===== src/design/lbl_pkg.sv =====
// ----------------------------------------------------------------------------
// lbl_pkg
// Shared types and fixed constants of the lab-frame Lorentz boost pipeline.
// ----------------------------------------------------------------------------
package lbl_pkg;

  // Width of every four-vector component (signed Q16.16 GeV).
  localparam int FIELD_W = 32;

  // Square root: radicand width, root width and root bits resolved per stage.
  localparam int RAD_W     = 64;
  localparam int ROOT_W    = 32;
  localparam int SQRT_BITS = 2;

  // Division: quotient bits kept before saturation and bits resolved per stage.
  localparam int QUO_W    = 34;
  localparam int DIV_BITS = 2;

  // One input beat: parent four-vector in the lab, daughter in the parent frame.
  typedef struct packed {
    logic signed [FIELD_W-1:0] parent_px;
    logic signed [FIELD_W-1:0] parent_py;
    logic signed [FIELD_W-1:0] parent_pz;
    logic signed [FIELD_W-1:0] parent_energy;
    logic signed [FIELD_W-1:0] daughter_px;
    logic signed [FIELD_W-1:0] daughter_py;
    logic signed [FIELD_W-1:0] daughter_pz;
    logic signed [FIELD_W-1:0] daughter_energy;
  } in_t;

  // One output beat: boosted daughter and the bad parent flag.
  typedef struct packed {
    logic signed [FIELD_W-1:0] lab_px;
    logic signed [FIELD_W-1:0] lab_py;
    logic signed [FIELD_W-1:0] lab_pz;
    logic signed [FIELD_W-1:0] lab_energy;
    logic                      bad_parent;
  } out_t;

endpackage


===== src/design/lbl_div.sv =====
// ----------------------------------------------------------------------------
// lbl_div
// Pipelined restoring divider. The quotient is QUO_W bits wide and reads as
// all ones when the true quotient does not fit.
// ----------------------------------------------------------------------------
module lbl_div #(
  parameter int NW = 66,
  parameter int DW = 32,
  parameter int TW = 1
) (
  input  logic                        clk,
  input  logic                        rst,
  input  logic                        en,
  input  logic                        vld_in,
  input  logic [NW-1:0]               num,
  input  logic [DW-1:0]               den,
  input  logic [TW-1:0]               tag,
  output logic                        vld_out,
  output logic [lbl_pkg::QUO_W-1:0]   quo,
  output logic [TW-1:0]               tag_out
);
  import lbl_pkg::*;

  localparam int QW = QUO_W;
  localparam int NS = QW / DIV_BITS;
  localparam int HW = NW - QW;
  localparam int CW = (HW > DW) ? HW : DW;
  localparam int AW = DW + 2 * QW;

  logic [NS:0]   vld;
  logic [NS:0]   ovf;
  logic [DW-1:0] rem      [NS+1];
  logic [QW-1:0] low      [NS+1];
  logic [QW-1:0] qt       [NS+1];
  logic [DW-1:0] dsr      [NS+1];
  logic [TW-1:0] tg       [NS+1];
  logic [DW-1:0] rem_next [NS];
  logic [QW-1:0] low_next [NS];
  logic [QW-1:0] qt_next  [NS];
  logic [CW-1:0] hi_ext;
  logic [CW-1:0] den_ext;

  // One restoring step: shift in the next numerator bit and try a subtract.
  function automatic logic [AW-1:0] dv_step(input logic [AW-1:0] acc,
                                            input logic [DW-1:0] d);
    logic [DW-1:0] r;
    logic [QW-1:0] l;
    logic [QW-1:0] q;
    logic [DW:0]   rw;
    {r, l, q} = acc;
    rw = {r, l[QW-1]};
    l  = l << 1;
    if (rw >= {1'b0, d}) begin
      rw = rw - {1'b0, d};
      q  = {q[QW-2:0], 1'b1};
    end else begin
      q  = {q[QW-2:0], 1'b0};
    end
    r = rw[DW-1:0];
    return {r, l, q};
  endfunction

  // The quotient overflows when the upper numerator part reaches the divisor.
  assign hi_ext  = CW'(num[NW-1:QW]);
  assign den_ext = CW'(den);

  always_comb begin : step_comb
    logic [AW-1:0] acc;
    for (int k = 0; k < NS; k++) begin
      acc = {rem[k], low[k], qt[k]};
      for (int j = 0; j < DIV_BITS; j++) begin
        acc = dv_step(acc, dsr[k]);
      end
      {rem_next[k], low_next[k], qt_next[k]} = acc;
    end
  end

  // Valid bits, cleared by reset.
  always_ff @(posedge clk) begin
    if (rst) begin
      vld <= '0;
    end else if (en) begin
      vld <= {vld[NS-1:0], vld_in};
    end
  end

  // Datapath registers.
  always_ff @(posedge clk) begin
    if (en) begin
      rem[0] <= DW'(num[NW-1:QW]);
      low[0] <= num[QW-1:0];
      qt[0]  <= '0;
      dsr[0] <= den;
      ovf[0] <= (hi_ext >= den_ext);
      tg[0]  <= tag;
      for (int k = 0; k < NS; k++) begin
        rem[k+1] <= rem_next[k];
        low[k+1] <= low_next[k];
        qt[k+1]  <= qt_next[k];
        dsr[k+1] <= dsr[k];
        ovf[k+1] <= ovf[k];
        tg[k+1]  <= tg[k];
      end
    end
  end

  assign vld_out = vld[NS];
  assign quo     = ovf[NS] ? '1 : qt[NS];
  assign tag_out = tg[NS];

endmodule


===== config.mk =====
export PLATFORM = sky130hd
export DESIGN_NAME = lbl_div
export DESIGN_NICKNAME = d
export VERILOG_FILES = /design/src/design/lbl_pkg.sv /design/src/design/lbl_div.sv
export SDC_FILE = /design/constraint.sdc
export NUM_CORES = 2
export LEC_CHECK = 0
export BUFFER_PORTS_ARGS = -buffer_cell sky130_fd_sc_hd__buf_2
export CAP_MARGIN = 0
export CORE_MARGIN = 1.5
export CORE_UTILIZATION = 30
export CTS_CLUSTER_SIZE = 40
export DETAILED_ROUTE_END_ITERATION = 8
export HOLD_SLACK_MARGIN = 0.02
export PLACE_DENSITY = 0.43
export SKIP_CTS_REPAIR_TIMING = 1
export SYNTH_ARGS = -nofsm -noshare
export SYNTH_HDL_FRONTEND = slang
export SYNTH_SLANG_ARGS = --single-unit

===== constraint.sdc =====
create_clock -name clk -period 12.7 [get_ports clk]
set_clock_uncertainty 0.05 [all_clocks]
set_input_delay 3.81 -clock clk [delete_from_list [all_inputs] [get_ports clk]]
set_output_delay 3.81 -clock clk [all_outputs]
set_load 0.01 [all_outputs]

==> flow_summary.ini <==
[setup_path]
reg2reg_slack_ps = 4180
worstSetupPathType = reg -> reg
rr_startpoint = dsr[7][1]
cp_max_fo = 33
cp-start-kind = register
required_ps = 13330
reg2reg_depth = 26
startpoint = dsr[7][1]
r2r-end = rem[8][12]
cp.arrival_ps = 9150
crit_path_end_kind = register

[cells_and_area]
final_area_um2 = 132600
regArea_um2 = 52490
fillers = 39670
stdcell_count = 16920
area_growth_pct = 12.03
final_nets = 12760
drive_above_1_share = 0.09867
multi_input_area_um2 = 61630

[worst_hold_path]
min_to = qt[8][4]
hold_class = reg -> reg
holdPathStages = 0
min_from = qt[7][2]

[drt]
first_iter_violations = 5945
drc_errors = 0
wl_per_cell_um = 21.45
first_pass_iters = 6
via_count = 86590
viasPerCell = 5.119
wl_mm = 362.9
ant_nets = 0

[placed_design]
gp_congestion = 0.8905
io_buffers = 138
post-place-cells = 16500
dp.final_hpwl_mm = 285.8
dpl_cell_area_um2 = 125300

[floorplan]
ios = 139
start_util = 0.3016
placeableCoreArea_um2 = 392500
die_area_um2 = 398400
die_y_um = 631.2
dieWidth_um = 631.2
fp-row-count = 230

[yosys]
syn_area_um2 = 118400
synth-seq-cells = 1754
syn_area_per_cell_um2 = 10.45
synthTopCellsByArea = edfxtp_1 (44%), ha_1 (12%), xnor2_1 (4.5%), mux2_2 (4.4%), a21oi_1 (4.0%)
synthFlopType = edfxtp_1
synth_edf_count = 1736
synthArstFlopShare = 0
ys_warn_count = 0
syn_inst = 11330
ys_types = 104
synth.most_common_cell = edfxtp_1
synth.top_cell.area_share = 0.4403
synth_commonest_cells = edfxtp_1 (1736), ha_1 (1120), a21oi_1 (958), inv_1 (907), nand2_1 (816)
yosysSeqAreaShare = 0.4433
syn_nets = 12580
yosys.area.top_type = edfxtp_1

[sta]
maxSlewHeadroom = 0.2184
min_period_over_period = 0.6711
hold_viol_final = 0
rsz0062_at_grt = no
hold_ws_ps = 337.7
setup_viol = 0
worstMarginPinSlew_ps = 1172
fin_setup_tns_ps = 0
period_needed_ps = 8523
fmax_mhz = 117.3
drv_slew = 0

[clock_tree]
h-tree-depth = 4
cts_inserted_buffers = 219
path_clk_slew_ps = 60
clock_sinks = 1754
max-clock-path-buffers = 4
clockRootBuffer = clkbuf_16
cts_tree = built
clkLatencyLatePin_ps = 950

[run_status]
status = complete, no violations

[global_route]
grt_pass1_wl_mm = 539.1
grt_max_degree = 161
overflow = 0
grt_use_total = 0.1758
first_global_vias = 85760
antenna_found_initial = 29

[job]
cap_violations = 0
-- layer usage --
metal	GRT usage	share of wire	wire length, um	vias up
li1	-	-	-	42410
met1	0.2289	0.45	162100	41950
met2	0.3095	0.49	177500	1800
met3	0.01983	0.041	14720	434
met4	0.04267	0.024	8590	0
met5	0	0	0	-
-- per-stage QoR --
stage | util | worst slack, ps
2_1_floorplan | - | 6163
3_3_place_gp | 0.3193 | 4410
3_5_place_dp | 0.3193 | 4304
4_1_cts | 0.3379 | 4258
5_1_grt | 0.3379 | 3450
6_report | 0.3379 | 4177
-- cell type report --
class / count / area share
multi-input combinational: 8416 / 0.4646
sequential: 1754 / 0.3957
tap: 5220 / 0.04924
clock buffer: 261 / 0.04266
inverter: 919 / 0.02601
clock inverter: 143 / 0.01225
timing repair buffer: 192 / 0.009319
antenna: 10 / 0.0001887
-- logic make-up after synthesis --
| logic type | Yosys count | synth area share |
|---|---|---|
| adder cells (fa/ha/maj) | 1153 | 0.1239 |
| AND/OR/NAND/NOR | 2562 | 0.1021 |
| multiplexers | 563 | 0.05412 |
| XOR/XNOR | 868 | 0.06421 |
| AO/OA/AOI/OAI | 3270 | 0.1747 |
| flip-flops | 1754 | 0.4433 |
| buffers and inverters | 1155 | 0.03768 |
-- flip-flops by register name, summed over array words and instances (netlist names) --
register,count
qt,306
tg,18
dsr,544
rem,544
ovf,18
low,306
vld,18
-- worst max-delay path by stage --
| stage | endpoint | slack (ps) | depth (start not counted) |
|---|---|---|---|
| after floorplan | rem[8][23] | 6160 | 28 |
| final | rem[8][12] | 4180 | 26 |
| after detailed placement | rem[8][8] | 4300 | 25 |
| after global routing | rem[8][12] | 3450 | 26 |
| after CTS | rem[8][7] | 4260 | 25 |
| after global placement | rem[8][8] | 4410 | 25 |
-- cell usage in the layout (no fill, tap or decap), types with 44 or more instances in the layout --
| master | synthesis | final |
|---|---|---|
| o21ai_0 | 752 | 752 |
| ha_1 | 1120 | 1120 |
| a211oi_1 | 96 | 96 |
| nor3_1 | 143 | 143 |
| a21o_1 | 569 | 569 |
| nor4_1 | 50 | 50 |
| nor2b_1 | 140 | 139 |
| a21oi_1 | 958 | 955 |
| or2_2 | 58 | 59 |
| o21bai_1 | 153 | 153 |
| xor2_1 | 254 | 254 |
| nand2b_1 | 113 | 112 |
| a31oi_1 | 84 | 82 |
| o31ai_1 | 75 | 75 |
| buf_2 | 41 | 137 |
| nand2_1 | 816 | 816 |
| clkbuf_16 | 0 | 220 |
| xnor2_1 | 614 | 614 |
| nand3_1 | 200 | 200 |
| buf_4 | 6 | 44 |
| nor2_1 | 659 | 656 |
| mux2_2 | 459 | 459 |
| nand4_1 | 150 | 150 |
| inv_1 | 907 | 907 |
| edfxtp_1 | 1736 | 1736 |
| and3_1 | 77 | 77 |
| o21a_1 | 126 | 126 |
-- worst max-delay path, cell delays in order (launching register included) --
cell	delay, ps
edfxtp_1	390
inv_1	140
ha_1	320
nor2b_1	120
o21ai_0	120
a21oi_1	250
o22ai_1	220
o221ai_1	410
a21oi_1	320
o21a_1	310
o311ai_4	940
nor2_1	70
a21oi_1	360
ha_1	320
nor2b_1	140
o21a_1	180
o21ai_0	340
a31oi_1	220
o21ai_1	340
a21oi_1	220
a211oi_1	720
nor2_1	100
a2111oi_0	410
o221ai_1	250
a21oi_4	150
buf_4	420
mux2_2	390
Power is left out: the tool's default activity adds up to more than one toggle a clock period on the data nets, which glitch-free logic cannot reach.
