File: src/design/lbl_pkg.sv
// ----------------------------------------------------------------------------
// lbl_pkg
// Shared types and fixed constants of the lab-frame Lorentz boost pipeline.
// ----------------------------------------------------------------------------
package lbl_pkg;

  // Width of every four-vector component (signed Q16.16 GeV).
  localparam int FIELD_W = 32;

  // Square root: radicand width, root width and root bits resolved per stage.
  localparam int RAD_W     = 64;
  localparam int ROOT_W    = 32;
  localparam int SQRT_BITS = 2;

  // Division: quotient bits kept before saturation and bits resolved per stage.
  localparam int QUO_W    = 34;
  localparam int DIV_BITS = 2;

  // One input beat: parent four-vector in the lab, daughter in the parent frame.
  typedef struct packed {
    logic signed [FIELD_W-1:0] parent_px;
    logic signed [FIELD_W-1:0] parent_py;
    logic signed [FIELD_W-1:0] parent_pz;
    logic signed [FIELD_W-1:0] parent_energy;
    logic signed [FIELD_W-1:0] daughter_px;
    logic signed [FIELD_W-1:0] daughter_py;
    logic signed [FIELD_W-1:0] daughter_pz;
    logic signed [FIELD_W-1:0] daughter_energy;
  } in_t;

  // One output beat: boosted daughter and the bad parent flag.
  typedef struct packed {
    logic signed [FIELD_W-1:0] lab_px;
    logic signed [FIELD_W-1:0] lab_py;
    logic signed [FIELD_W-1:0] lab_pz;
    logic signed [FIELD_W-1:0] lab_energy;
    logic                      bad_parent;
  } out_t;

endpackage

File: src/design/lbl_isqrt.sv
// ----------------------------------------------------------------------------
// lbl_isqrt
// Pipelined digit-by-digit integer square root, floor(sqrt(rad)), with a
// sideband that travels alongside the radicand.
// ----------------------------------------------------------------------------
module lbl_isqrt #(
  parameter int TW = 1
) (
  input  logic                         clk,
  input  logic                         rst,
  input  logic                         en,
  input  logic                         vld_in,
  input  logic [lbl_pkg::RAD_W-1:0]    rad,
  input  logic [TW-1:0]                tag,
  output logic                         vld_out,
  output logic [lbl_pkg::ROOT_W-1:0]   root,
  output logic [TW-1:0]                tag_out
);
  import lbl_pkg::*;

  localparam int NS = ROOT_W / SQRT_BITS;
  localparam int RW = ROOT_W + 2;
  localparam int SW = RW + ROOT_W + RAD_W;

  logic [NS:0]       vld;
  logic [RW-1:0]     rem      [NS+1];
  logic [ROOT_W-1:0] rt       [NS+1];
  logic [RAD_W-1:0]  src      [NS+1];
  logic [TW-1:0]     tg       [NS+1];
  logic [RW-1:0]     rem_next [NS];
  logic [ROOT_W-1:0] rt_next  [NS];
  logic [RAD_W-1:0]  src_next [NS];

  // One radix-4 step: bring down two radicand bits and try 4*root+1.
  function automatic logic [SW-1:0] sq_step(input logic [SW-1:0] acc);
    logic [RW-1:0]     r;
    logic [RW-1:0]     rw;
    logic [RW-1:0]     tr;
    logic [ROOT_W-1:0] q;
    logic [RAD_W-1:0]  s;
    {r, q, s} = acc;
    rw = {r[RW-3:0], s[RAD_W-1 -: 2]};
    tr = {q, 2'b01};
    s  = s << 2;
    if (rw >= tr) begin
      r = rw - tr;
      q = {q[ROOT_W-2:0], 1'b1};
    end else begin
      r = rw;
      q = {q[ROOT_W-2:0], 1'b0};
    end
    return {r, q, s};
  endfunction

  // Each stage resolves SQRT_BITS root bits.
  always_comb begin : step_comb
    logic [SW-1:0] acc;
    for (int k = 0; k < NS; k++) begin
      acc = {rem[k], rt[k], src[k]};
      for (int j = 0; j < SQRT_BITS; j++) begin
        acc = sq_step(acc);
      end
      {rem_next[k], rt_next[k], src_next[k]} = acc;
    end
  end

  // Valid bits, cleared by reset.
  always_ff @(posedge clk) begin
    if (rst) begin
      vld <= '0;
    end else if (en) begin
      vld <= {vld[NS-1:0], vld_in};
    end
  end

  // Datapath registers.
  always_ff @(posedge clk) begin
    if (en) begin
      rem[0] <= '0;
      rt[0]  <= '0;
      src[0] <= rad;
      tg[0]  <= tag;
      for (int k = 0; k < NS; k++) begin
        rem[k+1] <= rem_next[k];
        rt[k+1]  <= rt_next[k];
        src[k+1] <= src_next[k];
        tg[k+1]  <= tg[k];
      end
    end
  end

  assign vld_out = vld[NS];
  assign root    = rt[NS];
  assign tag_out = tg[NS];

endmodule

File: config.mk
export PLATFORM = sky130hd
export DESIGN_NAME = lbl_isqrt
export DESIGN_NICKNAME = d
export VERILOG_FILES = /design/src/design/lbl_pkg.sv /design/src/design/lbl_isqrt.sv
export SDC_FILE = /design/constraint.sdc
export NUM_CORES = 2
export LEC_CHECK = 0
export BUFFER_PORTS_ARGS = -buffer_cell sky130_fd_sc_hd__buf_4
export CAP_MARGIN = 20
export CELL_PAD_IN_SITES_DETAIL_PLACEMENT = 1
export CELL_PAD_IN_SITES_GLOBAL_PLACEMENT = 1
export CORE_MARGIN = 2
export CORE_UTILIZATION = 56
export CTS_CLUSTER_SIZE = 30
export DETAILED_ROUTE_END_ITERATION = 6
export PLACE_DENSITY = 0.95
export REMOVE_ABC_BUFFERS = 1
export SYNTH_ARGS = -nofsm -noshare
export SYNTH_HDL_FRONTEND = slang
export SYNTH_SLANG_ARGS = --single-unit
File: constraint.sdc
create_clock -name clk -period 11.8 [get_ports clk]
set_input_delay 2.36 -clock clk [delete_from_list [all_inputs] [get_ports clk]]
set_output_delay 2.36 -clock clk [all_outputs]
set_load 0.005 [all_outputs]
==> run summary <==
The flow ran to the end, and the final reports show no timing, DRC or antenna violations. Data on the critical path is required at its endpoint by 12.22 ns. The run gives 0 ns as the sum of negative setup slack. The switching share of power was 0.410; the XOR/XNOR share of the synthesized area was 0.0773.

The tools report the synthesized area as 81300 um2. The area fraction in compound gates after synthesis was 0.157; the die width was 385 um. For this run, the post-layout net count is 8551. The run gives 70262 as the via count of the first global-routing pass. The top layer used by detailed routing was met5. The number of instances in the synthesized netlist is 7854, and the die extent in y is 385 um.

After detailed routing, the total wire length is 273000 um. The run gives 0.565 as the initial standard-cell utilization of the core. Final critical-path required period: 8.22 ns. The fraction of synthesis flops using an asynchronous set or reset pin works out to 0. Final setup violation count: 0. The total number of clock tree sinks was 1309.

The worst setup path is captured at a flop. Summing all non-filler instances in the final layout gives an area of 88800 um2. By area the synthesized netlist is led by sky130_fd_sc_hd__edfxtp_1 48%, sky130_fd_sc_hd__ha_1 8.6%, sky130_fd_sc_hd__xnor2_1 4.6%, sky130_fd_sc_hd__a21oi_1 3.5%, sky130_fd_sc_hd__xor2_1 3.2%.

Summed over all nets, wire length on met2 after detailed routing comes to 132000 um. The worst hold slack across all endpoints is 0.401 ns. For this run, the leading register cell type out of synthesis is sky130_fd_sc_hd__edfxtp_1. Post-CTS timing repair inserted 0 buffers for setup.

The final-report hold violation count is 0. The simple-gate share of the synthesized area is 0.149, and the relative contribution of the clock network to total power is 0.225. After detailed routing, the number of vias per cell comes to 6.74. Summing all flip-flop and latch instances after layout gives 39100 um2.

In this run, post-CTS hold repair placed 0 buffers. The top cell type's share of synthesized area works out to 0.477. The deepest clock path buffer count was 3; the post-synthesis adder-cell area fraction was 0.0858. The mux contribution to synthesized area works out to 0.0151. In the final routed layout, each cell accounts on average for 27.4 um. Number of ports placed on the die boundary: 103. The number of levels the H-tree was split into is 4, and the final worst-path cycle share is 0.696. The first global-routing pass estimated 411000 um of wire. Summing all multi-input logic gate instances after layout gives 39500 um2. Setup repair after global routing left no endpoint under its margin. The ratio of total power to cell area is 238 nW/um2. In the detailed route, the total length drawn on met3 is 19900 um.

The analysis attributes to cell leakage a power of 0.0353 uW. TritonCTS built the clock tree. After detailed placement, the total cell area comes to 83800 um2.

The later pin in the worst-skew pair is clocked with a latency of 0.82 ns. The die covers 148000 um2. The analysis attributes to net switching a power of 8650 uW.

After detailed routing, the number of remaining DRC violations is 0. Number of buffer cells added on primary ports: 102. Post-CTS repair changed the size of 0 cells. The tools report the global-route congestion overflow total as 0.

The run gives 0.450 as the part of the power in combinational logic. For the pin with the worst max-slew slack, the measured transition is 1.14 ns. The tools report the length of routed wiring on met1 as 99800 um. The ratio of cells with drive above 1 in the final layout is 0.0683, and the number of nets with antenna violations after detailed routing is 0. In this run the core area contains 139 standard-cell rows.

After clock tree synthesis, the clock-pin slew on the worst setup and hold paths is 0.07 ns. The detailed router placed 66995 vias in this run. The synthesized netlist contains 104 unique library cells.

The initial antenna violation count was 13. The sequential cell fraction of total power was 0.325; the maximum vdd drop was 0.000179 V. Across the routed clock network, the largest skew measured is 0.0409 ns. Summed over all nets, the half-perimeter wirelength after detailed placement is 185000 um. The worst relative slew slack was 0.237; the flip-flop and latch count after synthesis was 1309. The endpoint arrival time on the critical path was 8.64 ns. Total iterations of the first detailed-routing run: 6. The internal power summed over all cells came out at 12500 uW. Routability-driven placement finished with a final weighted congestion of 0.961. Largest net degree at the start of global routing: 178. The class of the most critical setup path was reg -> reg.

For the number of pins with negative max-slew slack in the final report, the log shows 0. The largest total area in the synthesized netlist belongs to sky130_fd_sc_hd__edfxtp_1. The number of enable flip-flop cells after synthesis works out to 1292. The detailed router finished its first iteration with 6860 violations.

After synthesis, the largest family of logic cells by area is compound AO/OA/AOI/OAI gates. The layout-stage area growth over the synthesis result came out at 9.15%. In this run the clock root is driven by a sky130_fd_sc_hd__clkbuf_16. During synthesis, Yosys emitted a total of 0 warnings. Dividing the synthesized area by the synthesized cell count gives 10.4 um2. The share of synthesized area occupied by flip-flops and latches was 0.481. The share of the core filled with cells in the final layout is 0.617, and the top fanout value on the critical path is 43. STA classifies the critical path startpoint as a flop. The tools report the overall track demand over capacity in global routing as 0.357. After layout, the design draws a total of 21100 uW.

Classification of the worst-slack hold path: reg -> reg. The highest clock rate came out at 0.122 GHz. Across the run, the number of max-cap violations was 0.

The total CTS buffers is 148, and the count of filler cells inserted in the layout is 15196. The run gives 144000 um2 as the area of the core.
## layout by cell type (no fill, tap or decap), types with 85 or more instances in the layout
cell type and count:
sky130_fd_sc_hd__nand4_1 114, sky130_fd_sc_hd__o21ai_0 464, sky130_fd_sc_hd__xor2_1 294, sky130_fd_sc_hd__ha_1 558, sky130_fd_sc_hd__a31oi_1 86, sky130_fd_sc_hd__nor3_1 195
sky130_fd_sc_hd__nor2b_1 87, sky130_fd_sc_hd__inv_1 458, sky130_fd_sc_hd__a21oi_1 575, sky130_fd_sc_hd__a21o_1 288, sky130_fd_sc_hd__clkbuf_16 149, sky130_fd_sc_hd__nand2_1 677
sky130_fd_sc_hd__edfxtp_1 1292, sky130_fd_sc_hd__o21a_1 85, sky130_fd_sc_hd__xnor2_1 424, sky130_fd_sc_hd__buf_4 131, sky130_fd_sc_hd__nor2_1 611, sky130_fd_sc_hd__nand3_1 169
## per-layer routing
metal | track usage | vias to the layer above
li1 | - | 29246
met4 | 0.227 | 14
met2 | 0.611 | 3531
met1 | 0.412 | 32969
met3 | 0.0643 | 1235
met5 | 0 | -
## power by group through the flow
stage	Combinational (uW)	Sequential, uW	Clock (uW)
5_1_grt	10300	6890	4930
3_5_place_dp	9000	6900	0
2_1_floorplan	6540	6560	0
4_1_cts	9260	6820	4760
3_3_place_gp	8510	6850	0
6_report	9510	6860	4750
## critical path: stages, from the launching register on
cell,delay [ns]
sky130_fd_sc_hd__edfxtp_1,0.47
sky130_fd_sc_hd__inv_1,0.14
sky130_fd_sc_hd__ha_1,0.39
sky130_fd_sc_hd__nor2b_1,0.16
sky130_fd_sc_hd__o21ai_0,0.35
sky130_fd_sc_hd__a21oi_1,0.30
sky130_fd_sc_hd__o21a_1,0.33
sky130_fd_sc_hd__o211ai_1,0.35
sky130_fd_sc_hd__nand3_1,0.73
sky130_fd_sc_hd__inv_1,0.21
sky130_fd_sc_hd__buf_4,0.31
sky130_fd_sc_hd__nand2_1,0.11
sky130_fd_sc_hd__o21ai_0,0.13
sky130_fd_sc_hd__ha_1,0.35
sky130_fd_sc_hd__a21o_1,0.19
sky130_fd_sc_hd__a21o_1,0.19
sky130_fd_sc_hd__a21o_1,0.19
sky130_fd_sc_hd__a21o_1,0.18
sky130_fd_sc_hd__a221oi_1,0.28
sky130_fd_sc_hd__o21ai_0,0.25
sky130_fd_sc_hd__o41ai_1,0.59
sky130_fd_sc_hd__o2111a_1,0.32
sky130_fd_sc_hd__nor4bb_4,0.30
sky130_fd_sc_hd__buf_4,0.43
sky130_fd_sc_hd__o21ai_0,0.49
## cell type report
| cell class | count | area share |
|---|---|---|
| multi-input combinational | 5855 | 0.445 |
| sequential | 1309 | 0.441 |
| clock buffer | 176 | 0.0434 |
| tap | 1903 | 0.0268 |
| inverter | 467 | 0.0197 |
| timing repair buffer | 143 | 0.0136 |
| clock inverter | 89 | 0.0108 |
| antenna | 3 | 0.0000846 |
## Yosys cell counts (all sizes together) (29+ instances only)
library cell,count
a21o,288
nor2b,88
nand3,169
mux2,76
o21a,85
nand2b,74
xnor2,424
mux2i,37
and2,68
and3,61
o31ai,81
a21oi,575
inv,463
xor2,294
a31o,29
a211oi,42
buf,79
o21bai,58
nand2,679
ha,558
nand4,115
clkbuf,146
nor3,197
or4,52
o21ai,469
nor4,84
or2,52
a31oi,87
nor2,613
edfxtp,1292
or3,60
## sequential cells by signal, indices dropped and copies added, names as in the netlist
signal  count
rem       459
tg         17
src       544
vld        17
rt        272
## path summary, 6_finish.rpt
path / from / endpoint / slack (ns) / cells after the start
worst max-delay path: rt[0][288]$_DFFE_PP_ / rem[0][347]$_DFFE_PP_ / 3.58 / 24
worst max register to register: rt[0][288]$_DFFE_PP_ / rem[0][347]$_DFFE_PP_ / 3.58 / 24
worst min-delay path: src[0][426]$_DFFE_PP_ / src[0][494]$_DFFE_PP_ / 0.40 / 0
worst min register to register: src[0][426]$_DFFE_PP_ / src[0][494]$_DFFE_PP_ / 0.40 / 0
## logic make-up after synthesis
family	after synthesis
AOI/OAI and AO/OA	2009
muxes	113
DFF	1309
and+or+nand+nor	2454
buffers and inverters	692
adders and majority gates	558
other	1
xor gates and xnor gates	718
## per-stage QoR
| step | cells | setup slack [ns] |
|---|---|---|
| 6_report | 9945 | 3.58 |
| 2_1_floorplan | 7631 | 2.60 |
| 3_3_place_gp | 9669 | 4.52 |
| 3_5_place_dp | 9669 | 4.12 |
| 4_1_cts | 9934 | 3.96 |
| 5_1_grt | 9942 | 3.15 |
Power figures use the tool's default switching activity.
